===== config.mk =====
export PLATFORM = sky130hd
export DESIGN_NAME = comment_stripping_text_filter_unit
export DESIGN_NICKNAME = d
export VERILOG_FILES = /design/src/rtl/core/cstf_pkg.sv /design/src/rtl/core/comment_stripping_text_filter_unit.sv
export SDC_FILE = /design/constraint.sdc
export NUM_CORES = 1
export LEC_CHECK = 0
export BUFFER_PORTS_ARGS = -buffer_cell sky130_fd_sc_hd__buf_2
export CAP_MARGIN = 20
export CORE_MARGIN = 4
export CORE_UTILIZATION = 60
export DETAILED_ROUTE_END_ITERATION = 10
export GPL_ROUTABILITY_DRIVEN = 0
export GPL_TIMING_DRIVEN = 0
export PLACE_DENSITY = 0.94
export SYNTH_ARGS = -nofsm -noshare
export SYNTH_HDL_FRONTEND = slang
export SYNTH_SLANG_ARGS = --single-unit
export TNS_END_PERCENT = 100

===== constraint.sdc =====
create_clock -name clock -period 6 [get_ports clock]
set_input_delay 0 -clock clock [delete_from_list [all_inputs] [get_ports clock]]
set_output_delay 0 -clock clock [all_outputs]
set_load 0.01 [all_outputs]

===== src/rtl/core/cstf_pkg.sv =====
`timescale 1ns / 1ps
// ----------------------------------------------------------------------------
// cstf_pkg: shared types and constants of the comment stripping text filter
// Request and result item layouts, scan mode codes and character constants.
// ----------------------------------------------------------------------------
package cstf_pkg;

   localparam logic [7:0] CHAR_HASH      = 8'h23;  // '#'
   localparam logic [7:0] CHAR_NEWLINE   = 8'h0A;  // '\n'
   localparam logic [7:0] CHAR_TAB       = 8'h09;  // '\t'
   localparam logic [7:0] CHAR_SPACE     = 8'h20;  // ' '
   localparam logic [7:0] CHAR_QUOTE     = 8'h22;  // '"'
   localparam logic [7:0] CHAR_BACKSLASH = 8'h5C;  // '\'
   localparam logic [7:0] CHAR_GREATER   = 8'h3E;  // '>'
   localparam logic [7:0] CHAR_LESS      = 8'h3C;  // '<'

   typedef enum logic [2:0] {
      MODE_PLAIN = 3'd0,
      MODE_STR   = 3'd1,
      MODE_ESC   = 3'd2,
      MODE_LINE  = 3'd3,
      MODE_CMT   = 3'd4
   } scan_mode_type;

   typedef struct packed {
      logic [7:0] in_char;
      logic       end_of_text;
   } req_data_type;

   typedef struct packed {
      logic [7:0] out_char;
      logic       last_in_run;
      logic       text_done;
   } rsp_data_type;

   function automatic logic is_blank(input logic [7:0] c);
      return (c == CHAR_SPACE) || (c == CHAR_TAB) || (c == CHAR_NEWLINE);
   endfunction

endpackage


===== src/rtl/core/comment_stripping_text_filter_unit.sv =====
`timescale 1ns / 1ps
// ----------------------------------------------------------------------------
// comment_stripping_text_filter_unit: hash comment stripper
// Copies text bytes out with '#' comments removed; strings and '> ' / '< '
// line spans pass verbatim. Each request yields zero, one or two results.
// ----------------------------------------------------------------------------
// A result is registered and appears in the cycle after its request is accepted.
// Requests are taken one per cycle while each yields at most one result and
//   the output is not stalled; a request that yields two results holds the
//   next one off while the two-entry result register drains its first result.
// Reset: synchronous, active high; plain mode, nothing held, at text start,
//   result register empty.
module comment_stripping_text_filter_unit
   import cstf_pkg::*;
(
   input  logic         clock,
   input  logic         reset,
   input  logic         req_valid,
   output logic         req_stall,
   input  req_data_type req_data,
   output logic         rsp_valid,
   input  logic         rsp_stall,
   output rsp_data_type rsp_data
);

   // Scan state
   scan_mode_type mode_ff, mode_in;
   logic [7:0]    held_char_ff, held_char_in;
   logic          held_valid_ff, held_valid_in;
   logic          boundary_ff, boundary_in;

   // Result register: two slots, a fill count and a head pointer
   rsp_data_type  slot_ff [2];
   rsp_data_type  slot_in [2];
   logic [1:0]    cnt_ff, cnt_in;
   logic          head_ff, head_in;

   logic          req_accept, rsp_accept;
   logic [1:0]    n_res;
   logic [7:0]    c;
   logic          bnd_eff;
   logic          skip;

   assign rsp_valid  = (cnt_ff != 2'd0);
   assign rsp_data   = slot_ff[head_ff];
   assign rsp_accept = rsp_valid && !rsp_stall;

   // Take a new request only when the result register is empty after this cycle
   assign req_stall  = !((cnt_ff == 2'd0) || ((cnt_ff == 2'd1) && rsp_accept));
   assign req_accept = req_valid && !req_stall;

   // Per-byte step: results and next scan state
   always_comb begin
      c             = req_data.in_char;
      mode_in       = mode_ff;
      held_char_in  = held_char_ff;
      held_valid_in = held_valid_ff;
      boundary_in   = boundary_ff;
      n_res         = 2'd0;
      slot_in[0]    = '0;
      slot_in[1]    = '0;
      bnd_eff       = boundary_ff;
      skip          = 1'b0;

      if (req_data.end_of_text) begin
         // Flush the held byte, then close the text with a newline
         if (held_valid_ff) begin
            slot_in[0].out_char  = held_char_ff;
            slot_in[1].out_char  = CHAR_NEWLINE;
            slot_in[1].text_done = 1'b1;
            n_res                = 2'd2;
         end else begin
            slot_in[0].out_char  = CHAR_NEWLINE;
            slot_in[0].text_done = 1'b1;
            n_res                = 2'd1;
         end
         mode_in       = MODE_PLAIN;
         held_char_in  = '0;
         held_valid_in = 1'b0;
         boundary_in   = 1'b1;
      end else begin
         unique case (mode_ff)
            MODE_STR: begin
               slot_in[0].out_char = c;
               n_res               = 2'd1;
               if (c == CHAR_BACKSLASH) begin
                  mode_in = MODE_ESC;
               end else if (c == CHAR_QUOTE) begin
                  mode_in     = MODE_PLAIN;
                  boundary_in = 1'b1;
               end
            end
            MODE_ESC: begin
               slot_in[0].out_char = c;
               n_res               = 2'd1;
               mode_in             = MODE_STR;
            end
            MODE_LINE: begin
               slot_in[0].out_char = c;
               n_res               = 2'd1;
               if (c == CHAR_NEWLINE) begin
                  mode_in     = MODE_PLAIN;
                  boundary_in = 1'b1;
               end
            end
            MODE_CMT: begin
               // Drop comment bytes; the newline stands in for the comment
               if (c == CHAR_NEWLINE) begin
                  slot_in[0].out_char = CHAR_NEWLINE;
                  n_res               = 2'd1;
                  mode_in             = MODE_PLAIN;
                  boundary_in         = 1'b1;
               end
            end
            default: begin
               mode_in = MODE_PLAIN;
               if (held_valid_ff) begin
                  held_valid_in = 1'b0;
                  held_char_in  = '0;
                  if (is_blank(held_char_ff) && (c == CHAR_HASH)) begin
                     // Whitespace before '#': drop both, open a comment
                     mode_in     = MODE_CMT;
                     boundary_in = 1'b0;
                     skip        = 1'b1;
                  end else begin
                     slot_in[0].out_char = held_char_ff;
                     n_res               = 2'd1;
                     if (((held_char_ff == CHAR_GREATER) || (held_char_ff == CHAR_LESS))
                         && (c == CHAR_SPACE)) begin
                        slot_in[1].out_char = c;
                        n_res               = 2'd2;
                        mode_in             = MODE_LINE;
                        boundary_in         = 1'b0;
                        skip                = 1'b1;
                     end else begin
                        bnd_eff = 1'b0;
                     end
                  end
               end
               if (!skip) begin
                  if ((c == CHAR_HASH) && bnd_eff) begin
                     mode_in     = MODE_CMT;
                     boundary_in = 1'b0;
                  end else begin
                     boundary_in = 1'b0;
                     if (is_blank(c) || (c == CHAR_GREATER) || (c == CHAR_LESS)) begin
                        // Hold for one byte of lookahead
                        held_char_in  = c;
                        held_valid_in = 1'b1;
                     end else begin
                        if (c == CHAR_QUOTE) begin
                           mode_in = MODE_STR;
                        end
                        if (n_res == 2'd0) begin
                           slot_in[0].out_char = c;
                        end else begin
                           slot_in[1].out_char = c;
                        end
                        n_res = n_res + 2'd1;
                     end
                  end
               end
            end
         endcase
      end

      // Mark the last result of this request
      if (n_res == 2'd1) begin
         slot_in[0].last_in_run = 1'b1;
      end else if (n_res == 2'd2) begin
         slot_in[1].last_in_run = 1'b1;
      end
   end

   // Result register bookkeeping
   always_comb begin
      cnt_in  = cnt_ff;
      head_in = head_ff;
      if (rsp_accept) begin
         if (cnt_ff == 2'd2) begin
            cnt_in  = 2'd1;
            head_in = 1'b1;
         end else begin
            cnt_in  = 2'd0;
            head_in = 1'b0;
         end
      end
      if (req_accept) begin
         cnt_in  = n_res;
         head_in = 1'b0;
      end
   end

   always_ff @(posedge clock) begin
      if (reset) begin
         mode_ff       <= MODE_PLAIN;
         held_char_ff  <= '0;
         held_valid_ff <= 1'b0;
         boundary_ff   <= 1'b1;
         cnt_ff        <= 2'd0;
         head_ff       <= 1'b0;
      end else begin
         cnt_ff  <= cnt_in;
         head_ff <= head_in;
         if (req_accept) begin
            mode_ff       <= mode_in;
            held_char_ff  <= held_char_in;
            held_valid_ff <= held_valid_in;
            boundary_ff   <= boundary_in;
         end
      end
   end

   // Payload slots: load on accept only
   always_ff @(posedge clock) begin
      if (req_accept) begin
         slot_ff[0] <= slot_in[0];
         slot_ff[1] <= slot_in[1];
      end
   end

   // Fill count never exceeds the two slots
   assert property (@(posedge clock) disable iff (reset) cnt_ff != 2'd3)
      else $error("result register overfilled");

   // A request only lands on a result register that is empty or being emptied
   assert property (@(posedge clock) disable iff (reset)
      req_accept |-> (cnt_ff == 2'd0) || ((cnt_ff == 2'd1) && rsp_accept))
      else $error("request accepted over pending results");

   // The second slot is at the head only as the last remaining result
   assert property (@(posedge clock) disable iff (reset) head_ff |-> (cnt_ff == 2'd1))
      else $error("head pointer out of step with fill count");

   // End of text returns the scanner to its start state
   assert property (@(posedge clock) disable iff (reset)
      (req_accept && req_data.end_of_text) |=>
         (mode_ff == MODE_PLAIN) && !held_valid_ff && boundary_ff)
      else $error("scanner not reset after end of text");

   // The closing newline is always the last result of its request
   assert property (@(posedge clock) disable iff (reset)
      (rsp_valid && rsp_data.text_done) |-> rsp_data.last_in_run)
      else $error("closing newline not last in run");

endmodule

# Yosys cells after proc, flatten, opt, wreduce, memory -nomap -nowiden
# Memory sizes are Yosys's and may differ from the RTL's. A register that Yosys moved wholly into a read port is not among the register bits.
# Index checks and enable logic that the tools add are counted.
[word_totals] ramBits=20 mem_count=1 wordCells=153 reg_bits=16 inputBits=13
[classes] n_mux=89 reduce_logical=27 add_sub_neg=1 eq_ne=29
[mem_list] memory="slot_ff" words=2 word_bits=10 rd=1 rd_ports_with_merged_regs=1 wr=2 line="comment_stripping_text_filter_unit.sv:33" text="rsp_data_type slot_ff [2];"
[op_table] cell="$mux W8" count=23
[op_table] cell="$eq A8 B6 Y1 const B" count=8
[op_table] cell="$mux W1" count=37
[op_table] cell="$eq A8 B4 Y1 const B" count=4
[op_table] cell="$mux W3" count=10
[op_table] cell="$mux W2" count=13
[op_table] cell="$pmux W8 S2" count=1
[op_table] cell="$pmux W3 S3" count=1
[op_table] cell="$eq A8 B7 Y1 const B" count=1
[op_table] cell="$logic_or A1 B1 Y1" count=8
[op_table] cell="$mux W4" count=2
[op_table] cell="$reduce_and A7 Y1" count=1
[op_table] cell="$eq A3 B2 Y1 const B" count=2
[op_table] cell="$logic_and A1 B1 Y1" count=6
[op_table] cell="$ne A3 B3 Y1 const B" count=2
[op_table] cell="$ne A6 B6 Y1 const B" count=1
[op_table] cell="$ne A5 B5 Y1 const B" count=1
[op_table] cell="$eq A2 B1 Y1 const B" count=2
[op_table] cell="$eq A2 B2 Y1 const B" count=2
[op_table] cell="$logic_not A2 Y1" count=2
[op_table] cell="$ne A4 B4 Y1 const B" count=1
[op_table] cell="$pmux W2 S2" count=1
[op_table] cell="$reduce_bool A2 Y1" count=2
[op_table] cell="$reduce_or A2 Y1" count=2
[op_table] cell="other kinds (12)" count=13

# Logic depth before layout (Yosys ltp)
[depth] ltp_word=17 mapped_depth=10 depth_no_buf=8

# Worst setup path before layout
# Ideal clock, no wire load.
[synth_path] path_kind="input to register" from="input req_data[3] (netlist bit)" to="memory slot_ff[0][2] (netlist bit), data pin" arrival_ps=2245 cell_stages=9 setup_slack_ps=3498 path_buffers=3 required_time_ps=5744 cell_sequence="or4_1 > buf_2 > or4_4 > and3_1 > buf_6 > a41o_4 > and3_1 > clkbuf_1 > a22o_1"
[synth_lines] item="from (decl)" line="comment_stripping_text_filter_unit.sv:20" text="input req_data_type req_data,"
[synth_lines] item="to (decl)" line="comment_stripping_text_filter_unit.sv:33"

==> results_dict.tcl <==
set metrics [dict create \
    peakVddDrop_mv 0.134 \
    worstPathArrival_ns 3.37 \
    endpoint "slot_ff[0][9]" \
    io_buffers 20 \
    fillCellCount 265 \
    cts-buffers-inserted 5 \
    setup_viol 0 \
    area.growth.synth_to_final_pct 13.2 \
    yosys_warnings 0 \
    ys_seq_area_share_pct 43.4 \
    htree_levels 2 \
    end_kind "register" \
    start_kind "primary input" \
    rows 21 \
    worst-endpoint-required_ns 6.21 \
    setup_tns_ns 0 \
    synth_top_area_share_pct 27.7 \
    wl_met1_um 2140 \
    grt_pass1_vias 1609 \
    met2_length_um 2210 \
    fin_ws_ns 2.84 \
    critical_path_peak_fanout 7 \
    cts_tree "yes" \
    grt_usage_pct 22.5 \
    place_area_um2 2330 \
    vias_per_cell 6.47 \
    drtIter0Drc 201 \
    drcViolationCount 0 \
    r2r-start "held_char_ff[5]" \
    place_ws_ns 3.19 \
    synth_edf_count 20 \
    slew_headroom_pct 37.6 \
    syn_inst 223 \
    dr_wl_met3_um 355 \
    r2r_end "slot_ff[0][9]" \
    syn-num-nets 238 \
    die_y_um 68.1 \
    diodes 0 \
    dpl.hpwl_um 3390 \
    syn_area_per_cell_um2 9.73 \
    antenna_left 0 \
    drv_slew 0 \
    die_area_um2 4640 \
    synth_cell_types 58 \
    maxCapViolations 0 \
    layout-drive-gt1-share_pct 19.9 \
    hold_viol 0 \
    clk_path_buf_depth 2 \
    fin_nets 270 \
    ys.flop_type "edfxtp_1" \
    clkLatencyLatePin_ns 0.34 \
    antenna_found_initial 0 \
    clock.fmax_mhz 317 \
    initial_core_util_pct 63.5 \
    yosysMostFrequentCell "edfxtp_1" \
    fin_crit_sh_pct 52.6 \
    fin_worst_skew_ns 0.0113 \
    wl_per_cell_um 16.1 \
    clockRootBuffer "clkbuf_4" \
    syn-cell-area_um2 2170 \
    async_flop_share_pct 0 \
    ios 25 \
    dr_total_vias 1955 \
    period_needed_ns 3.16 \
    grt_max_degree 25 \
    powerDensity_nw_per_um2 208 \
    die_w_um 68.1 \
    wl_um 4850 \
    grt_first_pass_wirelength_um 7760 \
    r2r_cells 9 \
    dr.pass1.iters 5 \
    yosys-top-cells-area "edfxtp_1 28%, dfxtp_1 16%, mux2_2 5.2%" \
    cts.sinks 37 \
    ys_ff_latch 37 \
    crit_type "in2reg" \
    status "complete, no violations" \
    hp-class "in2reg" \
    clkTransAtPathRegs_ns 0.10 \
    holdWs_ns 0.0265 \
    post_cts_resized 0 \
    top_layer_used "met4" \
    p_leak_uw 0.000954 \
    p_total_uw 510 \
    yosys.area.top_type "edfxtp_1" \
    synth_commonest_cells "20 x edfxtp_1, 17 x dfxtp_1, 14 x nand2_1, 12 x a21oi_1, 12 x nor2_1" \
    rrSetupSlack_ns 3.25 \
    rsz0062_at_grt "no" \
    finish.instance_area_um2 2460 \
    startpoint "req_data[5]" \
    tightest_slew_ns 0.933 \
    core_area_um2 3420 \
    overflow 0 \
]
[stage by stage]
| stage | util (%) | cells |
|---|---|---|
| 2_1_floorplan | - | 223 |
| 3_3_place_gp | 68.1 | 289 |
| 3_5_place_dp | 68.1 | 289 |
| 4_1_cts | 71.9 | 302 |
| 5_1_grt | 71.9 | 302 |
| 6_report | 71.9 | 302 |
[critical path, stage by stage]
cell and delay [ns]:
dlygate4sd3_1 0.54, buf_2 0.16, or4_1 0.49, buf_2 0.17, nor3_1 0.47, nand3_1 0.28, nand3_1 0.24, ha_1 0.21
a41o_4 0.24, and3_1 0.15, clkbuf_1 0.22, a22o_1 0.19
[placed cells by master, fill, tap and decap left out, drive strengths merged, types with 8 or more instances in the layout]
| master | n |
|---|---|
| nor3 | 10 |
| dfxtp | 17 |
| a21oi | 12 |
| a22o | 12 |
| clkbuf | 15 |
| buf | 23 |
| nor2 | 12 |
| nand2 | 14 |
| and2 | 8 |
| edfxtp | 20 |
| mux2 | 10 |
| inv | 10 |
[cell type report]
class / instances / area (um2) / area share, %
Buffer: 13 / 61.3 / 2.50
Clock buffer: 5 / 37.5 / 1.53
Clock inverter: 3 / 41.3 / 1.68
Inverter: 10 / 37.5 / 1.53
Multi-Input combinational cell: 163 / 1130 / 46.0
Sequential cell: 37 / 941 / 38.3
Tap cell: 46 / 57.6 / 2.34
Timing Repair Buffer: 25 / 150 / 6.11
[repair_timing]
action | in CTS | in global routing
hold buffers | 5 | 0
hold endpoints to repair | 5 | 0
endpoints found under the setup margin | 0 | 0
buffers inserted | 0 | 0
[worst min path at each step]
stage / cells after the start / start / to / slack [ns]
after global routing: 2 / req_data[7] / slot_ff[1][8] / 0.002
after CTS: 2 / req_data[7] / slot_ff[1][8] / 0.008
after detailed placement: 2 / req_data[3] / held_char_ff[2] / 0.28
after global placement: 2 / req_data[3] / held_char_ff[2] / 0.28
after floorplan: 1 / req_data[5] / held_char_ff[4] / 0.13
final: 2 / req_data[7] / slot_ff[1][8] / 0.03
[sequential cells by signal, summed over array words and instances (netlist names), named ones only]
| register | count |
|---|---|
| slot_ff | 20 |
| held_char_ff | 8 |
| head_ff | 1 |
| boundary_ff | 1 |
| held_valid_ff | 1 |
| cnt_ff | 2 |
| mode_ff | 3 |
[kinds of logic after synthesis]
family | after synthesis | synth area share [%]
AND/OR/NAND/NOR | 89 | 23.5
adder cells (fa/ha/maj) | 2 | 1.15
flip-flops | 37 | 43.4
multiplexers | 11 | 5.65
XOR/XNOR | 1 | 0.404
AO/OA/AOI/OAI | 60 | 21.4
buffers and inverters | 23 | 4.56
[layer usage]
metal / GRT usage, % / vias up
li1: - / 914
met1: 30.9 / 913
met2: 33.8 / 106
met3: 4.76 / 22
met4: 10.4 / 0
met5: 0 / -
[where the power goes]
part	switching (uW)	internal (uW)	total, uW
Sequential	3.34	277	280
Combinational	36.0	25.4	61.4
Clock	81.9	86.2	168
Note: power is estimated with default switching activity, not from simulation.
